===== src/rtl/block_transposition_cipher_macros.svh =====
// assertion macros for the block transposition cipher
// used by btc_emitter and block_transposition_cipher; expects aclk and aresetn in scope
`ifndef BLOCK_TRANSPOSITION_CIPHER_MACROS_SVH
`define BLOCK_TRANSPOSITION_CIPHER_MACROS_SVH

// same-cycle implication, checked out of reset
`define BTC_ASSERT_NOW(label, ante, cons, msg) \
    label: assert property (@(posedge aclk) disable iff (!aresetn) (ante) |-> (cons)) \
        else $error(msg);

// next-cycle implication, checked out of reset
`define BTC_ASSERT_NEXT(label, ante, cons, msg) \
    label: assert property (@(posedge aclk) disable iff (!aresetn) (ante) |=> (cons)) \
        else $error(msg);

`endif


===== src/rtl/btc_pkg.sv =====
// shared types and constants of the block transposition cipher
// no dependencies; imported by block_transposition_cipher and btc_emitter
package btc_pkg;

    // block geometry
    localparam int BLOCK_MAX = 8;
    localparam int IDX_W     = $clog2(BLOCK_MAX);
    localparam int CNT_W     = $clog2(BLOCK_MAX + 1);
    localparam int RAM_DEPTH = 2 * BLOCK_MAX;
    localparam int RAM_AW    = IDX_W + 1;

    // letters and character codes
    localparam int          LETTER_W    = 5;
    localparam int          OUT_W       = 7;
    localparam logic [7:0]  CHAR_UP_A   = 8'd65;
    localparam logic [7:0]  CHAR_UP_Z   = 8'd90;
    localparam logic [7:0]  CHAR_LO_A   = 8'd97;
    localparam logic [7:0]  CHAR_LO_Z   = 8'd122;
    localparam logic [OUT_W-1:0] LETTER_BASE = 7'd65;
    localparam int          NUM_LETTERS = 26;

    // key map layout
    localparam int KEY_W       = 24;
    localparam int KEY_ENT_W   = 3;
    localparam int KEY_ENTRIES = 8;

    // padding lfsr
    localparam int                LFSR_W    = 16;
    localparam logic [LFSR_W-1:0] LFSR_MASK = 16'hB400;
    localparam int                RECIP_W   = 12;
    localparam int                RECIP_26  = (1 << LFSR_W) / NUM_LETTERS;

    // configuration
    localparam int CFG_IDX_W  = 2;
    localparam int CFG_DATA_W = 24;

    typedef enum logic [CFG_IDX_W-1:0] {
        CFG_BLOCK_SIZE = 2'd0,
        CFG_KEY_MAP    = 2'd1,
        CFG_DIRECTION  = 2'd2,
        CFG_PAD_SEED   = 2'd3
    } cfg_index_t;

    localparam logic [3:0]        BLOCK_SIZE_RST = 4'd1;
    localparam logic [KEY_W-1:0]  KEY_MAP_RST    = 24'd16434824;
    localparam logic [LFSR_W-1:0] PAD_SEED_RST   = 16'd1;

    // one finished block handed to the emitter
    typedef struct packed {
        logic             bank;
        logic [CNT_W-1:0] size;
        logic             last;
    } job_t;

    typedef enum logic {
        ST_FILL = 1'b0,
        ST_PAD  = 1'b1
    } fill_state_t;

endpackage


===== src/rtl/block_transposition_cipher.sv =====
// top level of the block transposition cipher: filter, fill, padding and configuration
// depends on btc_pkg, btc_ram, btc_emitter and block_transposition_cipher_macros.svh

// Takes one character per cycle while s_ready is high and, after the first block, gives
// one letter per cycle while m_ready allows. Letters are written into a two-bank letter
// RAM; a full block is read back permuted through the RAM's single read port at one letter
// per cycle, unless the output stalls, while the next block fills the other bank. One
// finished block can wait in a slot; input is held off while that slot is full and the
// block ahead of it is still being read out, which happens under output backpressure. A
// message end that leaves a partial block holds input off while the pad letters are
// written, since padding shares the RAM's write port.
`include "block_transposition_cipher_macros.svh"

module block_transposition_cipher
    import btc_pkg::*;
(
    input  logic                  aclk,
    input  logic                  aresetn,
    // configuration writes
    input  logic                  cfg_wr_en,
    input  logic [CFG_IDX_W-1:0]  cfg_index,
    input  logic [CFG_DATA_W-1:0] cfg_wr_data,
    // character requests
    input  logic                  s_valid,
    output logic                  s_ready,
    input  logic [7:0]            s_char_code,
    input  logic                  s_message_end,
    // letter results
    output logic                  m_valid,
    input  logic                  m_ready,
    output logic [OUT_W-1:0]      m_letter,
    output logic                  m_block_end,
    output logic                  m_message_done
);

    logic [3:0]        block_size_reg, block_size_next;
    logic [KEY_W-1:0]  key_map_reg, key_map_next;
    logic              direction_reg, direction_next;
    logic [LFSR_W-1:0] lfsr_reg, lfsr_next;
    fill_state_t       state_reg, state_next;
    logic [CNT_W-1:0]  fill_reg, fill_next;
    logic              wbank_reg, wbank_next;

    logic [CNT_W-1:0]  n_eff;
    logic              accept;
    logic              is_upper;
    logic              is_lower;
    logic              is_letter;
    logic [LETTER_W-1:0] char_letter;
    logic [CNT_W-1:0]  fill_after;
    logic              room;

    logic [LFSR_W-1:0]         lfsr_step;
    logic [LFSR_W+RECIP_W-1:0] pad_prod;
    logic [RECIP_W-1:0]        pad_quot;
    logic [LFSR_W:0]           pad_q26;
    logic [LFSR_W:0]           pad_diff;
    logic [LETTER_W:0]         pad_rem;
    logic [LETTER_W-1:0]       pad_letter;

    logic                ram_wr_en;
    logic [RAM_AW-1:0]   ram_wr_addr;
    logic [LETTER_W-1:0] ram_wr_data;
    logic                ram_rd_en;
    logic [RAM_AW-1:0]   ram_rd_addr;
    logic [LETTER_W-1:0] ram_rd_data;

    logic job_push;
    job_t job;
    logic job_ready;

    // effective block size: zero acts as one, large values clip
    always_comb begin
        if (block_size_reg == 4'd0) begin
            n_eff = CNT_W'(1);
        end else if (int'(block_size_reg) > BLOCK_MAX) begin
            n_eff = CNT_W'(BLOCK_MAX);
        end else begin
            n_eff = CNT_W'(block_size_reg);
        end
    end

    // letter filter and case folding
    assign is_upper    = (s_char_code >= CHAR_UP_A) && (s_char_code <= CHAR_UP_Z);
    assign is_lower    = (s_char_code >= CHAR_LO_A) && (s_char_code <= CHAR_LO_Z);
    assign is_letter   = is_upper || is_lower;
    assign char_letter = is_upper ? LETTER_W'(s_char_code - CHAR_UP_A)
                                  : LETTER_W'(s_char_code - CHAR_LO_A);

    assign accept     = s_valid && s_ready;
    assign s_ready    = (state_reg == ST_FILL) && job_ready;
    assign room       = (int'(fill_reg) < BLOCK_MAX);
    assign fill_after = (is_letter && room) ? fill_reg + 1'b1 : fill_reg;

    // pad letter: lfsr step, then mod 26 by reciprocal with one correction
    assign lfsr_step  = {1'b0, lfsr_reg[LFSR_W-1:1]} ^ (lfsr_reg[0] ? LFSR_MASK : '0);
    assign pad_prod   = lfsr_step * RECIP_W'(RECIP_26);
    assign pad_quot   = pad_prod[LFSR_W+RECIP_W-1:LFSR_W];
    assign pad_q26    = (LFSR_W+1)'({pad_quot, 4'b0}) + (LFSR_W+1)'({pad_quot, 3'b0})
                      + (LFSR_W+1)'({pad_quot, 1'b0});
    assign pad_diff   = (LFSR_W+1)'(lfsr_step) - pad_q26;
    assign pad_rem    = pad_diff[LETTER_W:0];
    assign pad_letter = (int'(pad_rem) >= NUM_LETTERS)
                      ? LETTER_W'(pad_rem - (LETTER_W+1)'(NUM_LETTERS))
                      : pad_rem[LETTER_W-1:0];

    // fill and padding sequencer
    always_comb begin
        state_next  = state_reg;
        fill_next   = fill_reg;
        wbank_next  = wbank_reg;
        ram_wr_en   = 1'b0;
        ram_wr_addr = {wbank_reg, fill_reg[IDX_W-1:0]};
        ram_wr_data = char_letter;
        job_push    = 1'b0;
        job.bank    = wbank_reg;
        job.size    = n_eff;
        job.last    = 1'b1;

        case (state_reg)
            ST_FILL: begin
                if (accept) begin
                    ram_wr_en = is_letter && room;
                    job.last  = s_message_end;
                    fill_next = fill_after;
                    if (is_letter && fill_after >= n_eff) begin
                        job_push   = 1'b1;
                        fill_next  = '0;
                        wbank_next = ~wbank_reg;
                    end else if (s_message_end && fill_after != '0) begin
                        job.last = 1'b1;
                        if (fill_after >= n_eff) begin
                            job_push   = 1'b1;
                            fill_next  = '0;
                            wbank_next = ~wbank_reg;
                        end else begin
                            state_next = ST_PAD;
                        end
                    end
                end
            end
            ST_PAD: begin
                ram_wr_en   = 1'b1;
                ram_wr_data = pad_letter;
                if ((fill_reg + 1'b1) >= n_eff) begin
                    job_push   = 1'b1;
                    fill_next  = '0;
                    wbank_next = ~wbank_reg;
                    state_next = ST_FILL;
                end else begin
                    fill_next = fill_reg + 1'b1;
                end
            end
            default: begin
                state_next = ST_FILL;
            end
        endcase
    end

    // configuration writes and lfsr update
    always_comb begin
        block_size_next = block_size_reg;
        key_map_next    = key_map_reg;
        direction_next  = direction_reg;
        lfsr_next       = (state_reg == ST_PAD) ? lfsr_step : lfsr_reg;
        if (cfg_wr_en) begin
            case (cfg_index)
                CFG_BLOCK_SIZE: block_size_next = cfg_wr_data[3:0];
                CFG_KEY_MAP:    key_map_next    = cfg_wr_data[KEY_W-1:0];
                CFG_DIRECTION:  direction_next  = cfg_wr_data[0];
                CFG_PAD_SEED: begin
                    lfsr_next = (cfg_wr_data[LFSR_W-1:0] == '0) ? PAD_SEED_RST
                                                                : cfg_wr_data[LFSR_W-1:0];
                end
                default: begin
                    lfsr_next = lfsr_reg;
                end
            endcase
        end
    end

    // state and configuration registers
    always_ff @(posedge aclk) begin
        if (!aresetn) begin
            state_reg      <= ST_FILL;
            fill_reg       <= '0;
            wbank_reg      <= 1'b0;
            block_size_reg <= BLOCK_SIZE_RST;
            key_map_reg    <= KEY_MAP_RST;
            direction_reg  <= 1'b0;
            lfsr_reg       <= PAD_SEED_RST;
        end else begin
            state_reg      <= state_next;
            fill_reg       <= fill_next;
            wbank_reg      <= wbank_next;
            block_size_reg <= block_size_next;
            key_map_reg    <= key_map_next;
            direction_reg  <= direction_next;
            lfsr_reg       <= lfsr_next;
        end
    end

    // two banks of block letters
    btc_ram #(
        .WIDTH (LETTER_W),
        .DEPTH (RAM_DEPTH)
    ) u_letter_ram (
        .aclk    (aclk),
        .wr_en   (ram_wr_en),
        .wr_addr (ram_wr_addr),
        .wr_data (ram_wr_data),
        .rd_en   (ram_rd_en),
        .rd_addr (ram_rd_addr),
        .rd_data (ram_rd_data)
    );

    // permuted read-out
    btc_emitter u_emitter (
        .aclk           (aclk),
        .aresetn        (aresetn),
        .job_push       (job_push),
        .job            (job),
        .job_ready      (job_ready),
        .key_map        (key_map_reg),
        .direction      (direction_reg),
        .rd_en          (ram_rd_en),
        .rd_addr        (ram_rd_addr),
        .rd_data        (ram_rd_data),
        .m_valid        (m_valid),
        .m_ready        (m_ready),
        .m_letter       (m_letter),
        .m_block_end    (m_block_end),
        .m_message_done (m_message_done)
    );

    `BTC_ASSERT_NOW(a_lfsr_nonzero, 1'b1, (lfsr_reg != '0), "padding lfsr locked at zero")
    `BTC_ASSERT_NOW(a_pad_in_block, (state_reg == ST_PAD), (fill_reg < n_eff), "padding past block size")
    `BTC_ASSERT_NEXT(a_pad_ends_clean, (state_reg == ST_PAD && state_next == ST_FILL), (fill_reg == '0), "fill count not cleared after padding")

endmodule


===== src/rtl/btc_ram.sv =====
// generic single-write, single-read ram with registered read data
// no dependencies
module btc_ram #(
    parameter int WIDTH = 8,
    parameter int DEPTH = 16
) (
    input  logic                     aclk,
    input  logic                     wr_en,
    input  logic [$clog2(DEPTH)-1:0] wr_addr,
    input  logic [WIDTH-1:0]         wr_data,
    input  logic                     rd_en,
    input  logic [$clog2(DEPTH)-1:0] rd_addr,
    output logic [WIDTH-1:0]         rd_data
);

    logic [WIDTH-1:0] mem [DEPTH];
    logic [WIDTH-1:0] rd_data_reg;

    // storage, read returns the old word on a same-address write
    always_ff @(posedge aclk) begin
        if (wr_en) begin
            mem[wr_addr] <= wr_data;
        end
        if (rd_en) begin
            rd_data_reg <= mem[rd_addr];
        end
    end

    assign rd_data = rd_data_reg;

endmodule


===== src/rtl/btc_emitter.sv =====
// block emitter: one pending block slot, permuted read-out from the letter ram
// depends on btc_pkg and block_transposition_cipher_macros.svh
`include "block_transposition_cipher_macros.svh"

module btc_emitter
    import btc_pkg::*;
(
    input  logic                   aclk,
    input  logic                   aresetn,
    // finished blocks from the fill side
    input  logic                   job_push,
    input  job_t                   job,
    output logic                   job_ready,
    // key configuration
    input  logic [KEY_W-1:0]       key_map,
    input  logic                   direction,
    // letter ram read port
    output logic                   rd_en,
    output logic [RAM_AW-1:0]      rd_addr,
    input  logic [LETTER_W-1:0]    rd_data,
    // result channel
    output logic                   m_valid,
    input  logic                   m_ready,
    output logic [OUT_W-1:0]       m_letter,
    output logic                   m_block_end,
    output logic                   m_message_done
);

    logic             pend_valid_reg, pend_valid_next;
    job_t             pend_reg, pend_next;
    logic             act_valid_reg, act_valid_next;
    job_t             act_reg, act_next;
    logic [IDX_W-1:0] pos_reg, pos_next;
    logic             out_valid_reg, out_valid_next;
    logic             out_block_end_reg, out_block_end_next;
    logic             out_message_done_reg, out_message_done_next;

    logic             issue;
    logic             at_last;
    logic             finishing;
    logic             take;

    // key entry j as a plain number; entries past the key map are the identity
    function automatic int key_entry(input logic [KEY_W-1:0] key, input int j);
        int ent;
        ent = j;
        if (j < KEY_ENTRIES) begin
            ent = int'(key[KEY_ENT_W*j +: KEY_ENT_W]);
        end
        return ent;
    endfunction

    // source slot of the block for output position p
    function automatic logic [IDX_W-1:0] source_slot(
        input logic [KEY_W-1:0] key,
        input logic             dec,
        input logic [IDX_W-1:0] p,
        input logic [CNT_W-1:0] n
    );
        int  src;
        int  k;
        logic ok;
        src = int'(p);
        if (!dec) begin
            // encrypt: the last letter whose key entry names p
            for (int j = 0; j < BLOCK_MAX; j++) begin
                if (j < int'(n) && key_entry(key, j) == int'(p)) begin
                    src = j;
                end
            end
        end else begin
            // decrypt: p takes letter key[p] unless a later entry claims it
            k  = key_entry(key, int'(p));
            ok = (k < int'(n));
            for (int m = 0; m < BLOCK_MAX; m++) begin
                if (m > int'(p) && m < int'(n) && key_entry(key, m) == k) begin
                    ok = 1'b0;
                end
            end
            if (ok) begin
                src = k;
            end
        end
        return IDX_W'(src);
    endfunction

    // read issue and hand-over of the pending block
    assign issue     = act_valid_reg && (!out_valid_reg || m_ready);
    assign at_last   = ((CNT_W'(pos_reg) + 1'b1) == act_reg.size);
    assign finishing = issue && at_last;
    assign take      = pend_valid_reg && (!act_valid_reg || finishing);
    assign job_ready = !pend_valid_reg || take;

    assign rd_en   = issue;
    assign rd_addr = {act_reg.bank, source_slot(key_map, direction, pos_reg, act_reg.size)};

    // next state of slot, active block and output stage
    always_comb begin
        pend_valid_next       = pend_valid_reg;
        pend_next             = pend_reg;
        act_valid_next        = act_valid_reg;
        act_next              = act_reg;
        pos_next              = pos_reg;
        out_valid_next        = out_valid_reg;
        out_block_end_next    = out_block_end_reg;
        out_message_done_next = out_message_done_reg;

        if (job_push) begin
            pend_valid_next = 1'b1;
            pend_next       = job;
        end else if (take) begin
            pend_valid_next = 1'b0;
        end

        if (take) begin
            act_valid_next = 1'b1;
            act_next       = pend_reg;
            pos_next       = '0;
        end else if (finishing) begin
            act_valid_next = 1'b0;
        end else if (issue) begin
            pos_next = pos_reg + 1'b1;
        end

        if (issue) begin
            out_valid_next        = 1'b1;
            out_block_end_next    = at_last;
            out_message_done_next = at_last && act_reg.last;
        end else if (m_ready) begin
            out_valid_next = 1'b0;
        end
    end

    // control registers
    always_ff @(posedge aclk) begin
        if (!aresetn) begin
            pend_valid_reg <= 1'b0;
            act_valid_reg  <= 1'b0;
            out_valid_reg  <= 1'b0;
        end else begin
            pend_valid_reg <= pend_valid_next;
            act_valid_reg  <= act_valid_next;
            out_valid_reg  <= out_valid_next;
        end
    end

    // payload registers
    always_ff @(posedge aclk) begin
        pend_reg             <= pend_next;
        act_reg              <= act_next;
        pos_reg              <= pos_next;
        out_block_end_reg    <= out_block_end_next;
        out_message_done_reg <= out_message_done_next;
    end

    // result channel, letter straight from the ram read register
    assign m_valid        = out_valid_reg;
    assign m_letter       = LETTER_BASE + OUT_W'(rd_data);
    assign m_block_end    = out_block_end_reg;
    assign m_message_done = out_message_done_reg;

    `BTC_ASSERT_NOW(a_push_has_room, job_push, job_ready, "block pushed into a full slot")
    `BTC_ASSERT_NOW(a_pos_in_block, act_valid_reg, (CNT_W'(pos_reg) < act_reg.size), "read position past block")
    `BTC_ASSERT_NEXT(a_block_end_follows, finishing, (m_valid && m_block_end), "last read without block end")

endmodule

===== config.mk =====
export PLATFORM = sky130hd
export DESIGN_NAME = block_transposition_cipher
export DESIGN_NICKNAME = d
export VERILOG_FILES = /design/src/rtl/btc_pkg.sv /design/src/rtl/block_transposition_cipher.sv /design/src/rtl/btc_ram.sv /design/src/rtl/btc_emitter.sv
export VERILOG_INCLUDE_DIRS = /design/src /design/src/rtl
export SDC_FILE = /design/constraint.sdc
export NUM_CORES = 1
export LEC_CHECK = 0
export BUFFER_PORTS_ARGS = -buffer_cell sky130_fd_sc_hd__buf_2
export CORE_ASPECT_RATIO = 1.1
export CORE_MARGIN = 2
export CORE_UTILIZATION = 45
export DETAILED_ROUTE_END_ITERATION = 8
export HOLD_SLACK_MARGIN = 0.03
export SETUP_SLACK_MARGIN = 0.1
export SYNTH_ARGS = -nofsm -noshare
export SYNTH_HDL_FRONTEND = slang
export SYNTH_SLANG_ARGS = --single-unit
export TNS_END_PERCENT = 5

===== constraint.sdc =====
create_clock -name aclk -period 20.2 [get_ports aclk]
set_input_delay 4.04 -clock aclk [delete_from_list [all_inputs] [get_ports aclk]]
set_output_delay 4.04 -clock aclk [all_outputs]
set_load 0.01 [all_outputs]

# --- Yosys cells after proc, flatten, opt, wreduce, memory -nomap -nowiden ---
# Memory sizes are Yosys's and may differ from the RTL's. A register that Yosys moved wholly into a read port is not among the register bits.
# Index checks and enable logic that the tools add are counted.
totals:
  memories: 1
  out_inout_bits: 11
  inputBits: 40
  ff_bits: 71
  word_cells: 220
  ram_bits: 80
memory_table:
  columns: ["name", "depth", "word_bits", "rd", "rd_clocked_by_memory_dff", "wr", "line_no", "text"]
  rows:
  - ["u_letter_ram.mem", 16, 5, 1, 1, 1, "btc_ram.sv:16", "logic [WIDTH-1:0] mem [DEPTH];"]
classes:
  n_eq_ne: 23
  bitwise_logic: 5
  mux: 81
  reduce_logical: 53
  n_addsub: 10
  shifts: 1
  multipliers: 2
  order_cmp: 25
ops:
  columns: ["cell", "n"]
  rows:
  - ["$mux 32", 16]
  - ["$eq 32x4->1", 8]
  - ["$eq 32x32->1", 7]
  - ["$mux 16", 5]
  - ["$mux 1", 34]
  - ["$logic_and 1x1->1", 33]
  - ["$lt 32x5->1", 1]
  - ["$mux 4", 8]
  - ["$shiftx 24x32->3", 1]
  - ["$mux 3", 10]
  - ["$mul 16x9->18 const B", 1]
  - ["$ge 8x7->1 const B", 2]
  - ["$le 8x7->1 const B", 2]
  - ["$logic_not 16->1", 1]
  - ["$lt 3x4->1 const A", 4]
  - ["$xor 15x16->16", 1]
  - ["$mux 5", 3]
  - ["$add 6x6->6", 2]
  - ["$gt 3x3->1 const A", 4]
  - ["$sub 5x1->5 const B", 2]
  - ["$ge 4x4->1", 2]
  - ["$lt 1x4->1 const A", 2]
  - ["$lt 2x4->1 const A", 2]
  - ["$pmux 1 s2", 4]
  - ["other kinds (29)", 45]

# --- Logic depth before layout (Yosys ltp) ---
depth:
  depth_word: 15
  depth_mapped: 30
  depth_no_buf: 29

# --- Hierarchy ---
# A second synthesis with hierarchy kept.
hier_totals:
  hier_cells: 953
  area_unflattened_um2: 10416.2
modules_own_cells:
  columns: ["module", "area_each_um2", "seq_area_each_um2", "instances", "cells_per_inst"]
  rows:
  - ["block_transposition_cipher", 5142.4, 1021.0, 1, 593]
  - ["btc_ram", 3263.1, 2552.4, 1, 155]
  - ["btc_emitter", 2010.7, 540.5, 1, 205]

# --- Least setup slack after synthesis ---
# OpenSTA, ideal clock, no wires.
synth_path:
  path_type: "input to output"
  start: "input port m_ready"
  end: "output port s_ready"
  setup_slack_ns: 11.583
  path_stages: 3
  n_path_buf: 0
  required_time_ns: 16.160
  t_arrival_ns: 4.577
  path_cell_list: "nand2b_1 > a21oi_1 > a21oi_1"
synth_between:
  elab_chain_cells: 7
synth_rtl:
  columns: ["element", "line_no", "text"]
  rows:
  - ["start: declaration", "block_transposition_cipher.sv:30", "input logic m_ready,"]
  - ["$logic_or 1x1->1", "btc_emitter.sv:88", "assign issue = act_valid_reg && (!out_valid_reg || m_ready);"]
  - ["$logic_and 1x1->1", "btc_emitter.sv:88", null]
  - ["$logic_and 1x1->1", "btc_emitter.sv:90", "assign finishing = issue && at_last;"]
  - ["$logic_or 1x1->1", "btc_emitter.sv:91", "assign take = pend_valid_reg && (!act_valid_reg || finishing);"]
  - ["$logic_and 1x1->1", "btc_emitter.sv:91", null]
  - ["$logic_or 1x1->1", "btc_emitter.sv:92", "assign job_ready = !pend_valid_reg || take;"]
  - ["$logic_and 1x1->1", "block_transposition_cipher.sv:91", "assign s_ready = (state_reg == ST_FILL) && job_ready;"]
  - ["end: declaration", "block_transposition_cipher.sv:25", "output logic s_ready,"]
# No other way between the ends.

# --- Worst setup path after layout ---
# Same ends and word-level chain as after synthesis.

==> flow_summary_export.csv <==
group,metric,value,unit
logic_synthesis,syn-mean-instance-area,10.5,um^2
drt,vias,7171,
logic_synthesis,synth-seq-cells,156,
worst_setup_path,r2r-start,"lfsr_reg[0]",
drt,dr.pass1.iters,4,
min_path,hold_start,"u_emitter.pend_reg[0]",
die,design.core.area,0.0229,mm^2
worst_setup_path,reg2reg_depth,28,
timing,fin_crit,8880,ps
die,dieArea,0.0245,mm^2
timing,fmax,0.113,GHz
timing,max-slew-margin-rel,36.2,%
timing,rsz0062_at_grt,"false",
worst_setup_path,worstPathRequired,16160,ps
cts,insertion_delay,420,ps
logic_synthesis,synth_area_leader_cell,"edfxtp_1",
layout,nets,1197,
worst_setup_path,r2r_end,"u_letter_ram.mem[15][1]",
place,io_buffers,49,
cts,clk_pin_slew,60,ps
grt,grt.total_usage,19.6,%
drt,antenna_left,0,
grt,grt_pass1_wl,37500,um
power,ir_drop,0.390,mV
die,die_h,164,um
timing,finalSetupViolations,0,
grt,grt_start_max_net_pins,55,
die,initial_core_util,45.8,%
logic_synthesis,syn_area,0.0105,mm^2
logic_synthesis,synthMostInstantiatedCell,"inv_1",
cts,cts_buffer_depth,2,
cts,cts-root-buf,"clkbuf_16",
logic_synthesis,synth.distinct_cells,72,
worst_setup_path,arrival,4840,ps
place,dpl_worst_slack,11330,ps
logic_synthesis,synthTopCellsByCount,"117 x inv_1, 103 x nand2_1, 99 x edfxtp_1, 73 x ha_1, 57 x dfxtp_1",
timing,final_hold_viol_count,0,
drt,wl_per_cell,16.8,um
layout,largest_reg_flops,80,
logic_synthesis,yosys_most_used_dff,"edfxtp_1",
drt,drc,0,
cts,ctsResizeCount,0,
timing,min_period_over_period,43.9,%
cts,holdBufCountCts,0,
worst_setup_path,end_kind,"primary output",
power,p_leak,0.00481,uW
place,hpwl,17000,um
worst_setup_path,worstPathMaxFanout,4,
timing,fin_ws,11320,ps
min_path,hold_path_depth,0,
cts,clkSinkCount,156,
grt,first_global_vias,7268,
cts,cts_tree,"yes",
die,die_w,149,um
power,power_density,177,mW/mm^2
timing,slew_viol_final,0,
status,outcome,"finished clean",
worst_setup_path,start_kind,"input port",
place,gp_congestion,0.837,
timing,fin_skew,10.2,ps
cts,cts_setup_buffers,0,
layout,area_growth,10.4,%
grt,grt-ovfl-total,0,
logic_synthesis,async_flop_share,0,%
timing,worst_pin_slew,955,ps
logic_synthesis,synth_area_leaders,"edfxtp_1 28%, dfxtp_1 11%, fa_1 9.0%",
logic_synthesis,yosysSeqAreaShare,39.3,%
logic_synthesis,synthDominantCellAreaShare,28.4,%
logic_synthesis,yosys_warnings,0,
timing,fin_tns_setup,0,ps
logic_synthesis,synth_edf_count,99,
layout,layout-drive-gt1-share,11.2,%
die,ios,51,
drt,drt_iter0_drc,404,
logic_synthesis,synthesis.nets,1158,
grt,antenna_found_initial,0,
logic_synthesis,syn_inst,998,
cts,cts_max_level,4,
worst_setup_path,ff2ff_setup_slack,12560,ps
die,placement_rows,58,
drt,routed_wl,22700,um
run,maxCapViolations,0,
min_path,worstHoldEndpoint,"u_emitter.act_reg[0]",
min_path,min_path_type,"flip-flop to flip-flop",
drt,vias_per_cell,5.31,
cts,cts_buffers,17,
worst_setup_path,worstSetupPathType,"input port to primary output",
layout,antenna_cells,0,
## worst max-delay path by stage
stage / end / startpoint / slack (ps)
CTS: s_ready / m_ready / 11320
global placement: s_ready / m_ready / 11350
finish: s_ready / m_ready / 11320
detailed placement: s_ready / m_ready / 11330
floorplan: s_ready / m_ready / 11580
global route: s_ready / m_ready / 11250
## power breakdown
part           switching [uW]  internal [uW]  leakage [uW]
clock                     128            183      0.000275
combinational             755            595       0.00318
sequential               12.3            369       0.00136
total                     895           1150       0.00481
## layer usage
metal	track usage [%]	wire, um	up-vias	part of all wire [%]
met3	3.47	739	20	3.3
met2	32.5	11000	120	49
li1	-	-	3560	-
met4	5.89	308	0	1.4
met1	26.4	10600	3471	47
met5	0	0	-	0
## worst max-delay path, cell delays in order
cell and delay [ps]:
buf_2 90, nand2b_1 150, a21oi_1 280, a21oi_1 120, buf_2 150
## cells in the final DEF, fill, tap and decap left out, types with 13 or more instances in the layout
cell type / count
nand2_1: 103
nor2b_1: 16
a21oi_1: 25
xor2_1: 27
ha_1: 73
dfxtp_1: 57
nand2b_1: 13
buf_2: 49
fa_1: 47
nor2_1: 39
mux2_2: 17
clkbuf_16: 17
mux2i_1: 36
inv_1: 117
nor3_1: 19
a22oi_1: 13
edfxtp_1: 99
nand3_1: 20
o211a_1: 15
o21ai_0: 19
a21boi_0: 17
xnor2_1: 48
## metrics by stage
step,instances,hold slack (ps),cell area (um^2),utilization (%),total power [uW]
after floorplan,998,400,10500,-,1510
after global placement,1318,401,11000,48.0,1720
after detailed placement,1318,406,11000,48.0,1740
after CTS,1350,418,11500,50.5,2060
after global routing,1350,422,11500,50.5,2250
final,1350,418,11500,50.5,2040
## kinds of logic (layout without fill, tap and decap cells)
family	after synthesis	after routing	synth area share, %
mux	65	65	7.00
compound gates	162	162	11.4
buf+inv	158	210	6.07
xor+xnor	75	75	6.28
flops	156	156	39.3
other cells	1	1	0.0359
simple gates	261	261	12.1
fa+ha+maj	120	120	17.7
## area by class of cell
class                           count  area [um^2]
Clock buffer                       19          433
Clock inverter                     13          139
Fill cell                        2095        11300
Inverter                          118          443
Multi-Input combinational cell    684         5710
Sequential cell                   156         4110
Tap cell                          300          375
Timing Repair Buffer               60          328
No activity file was read; power rests on OpenSTA's default activity.
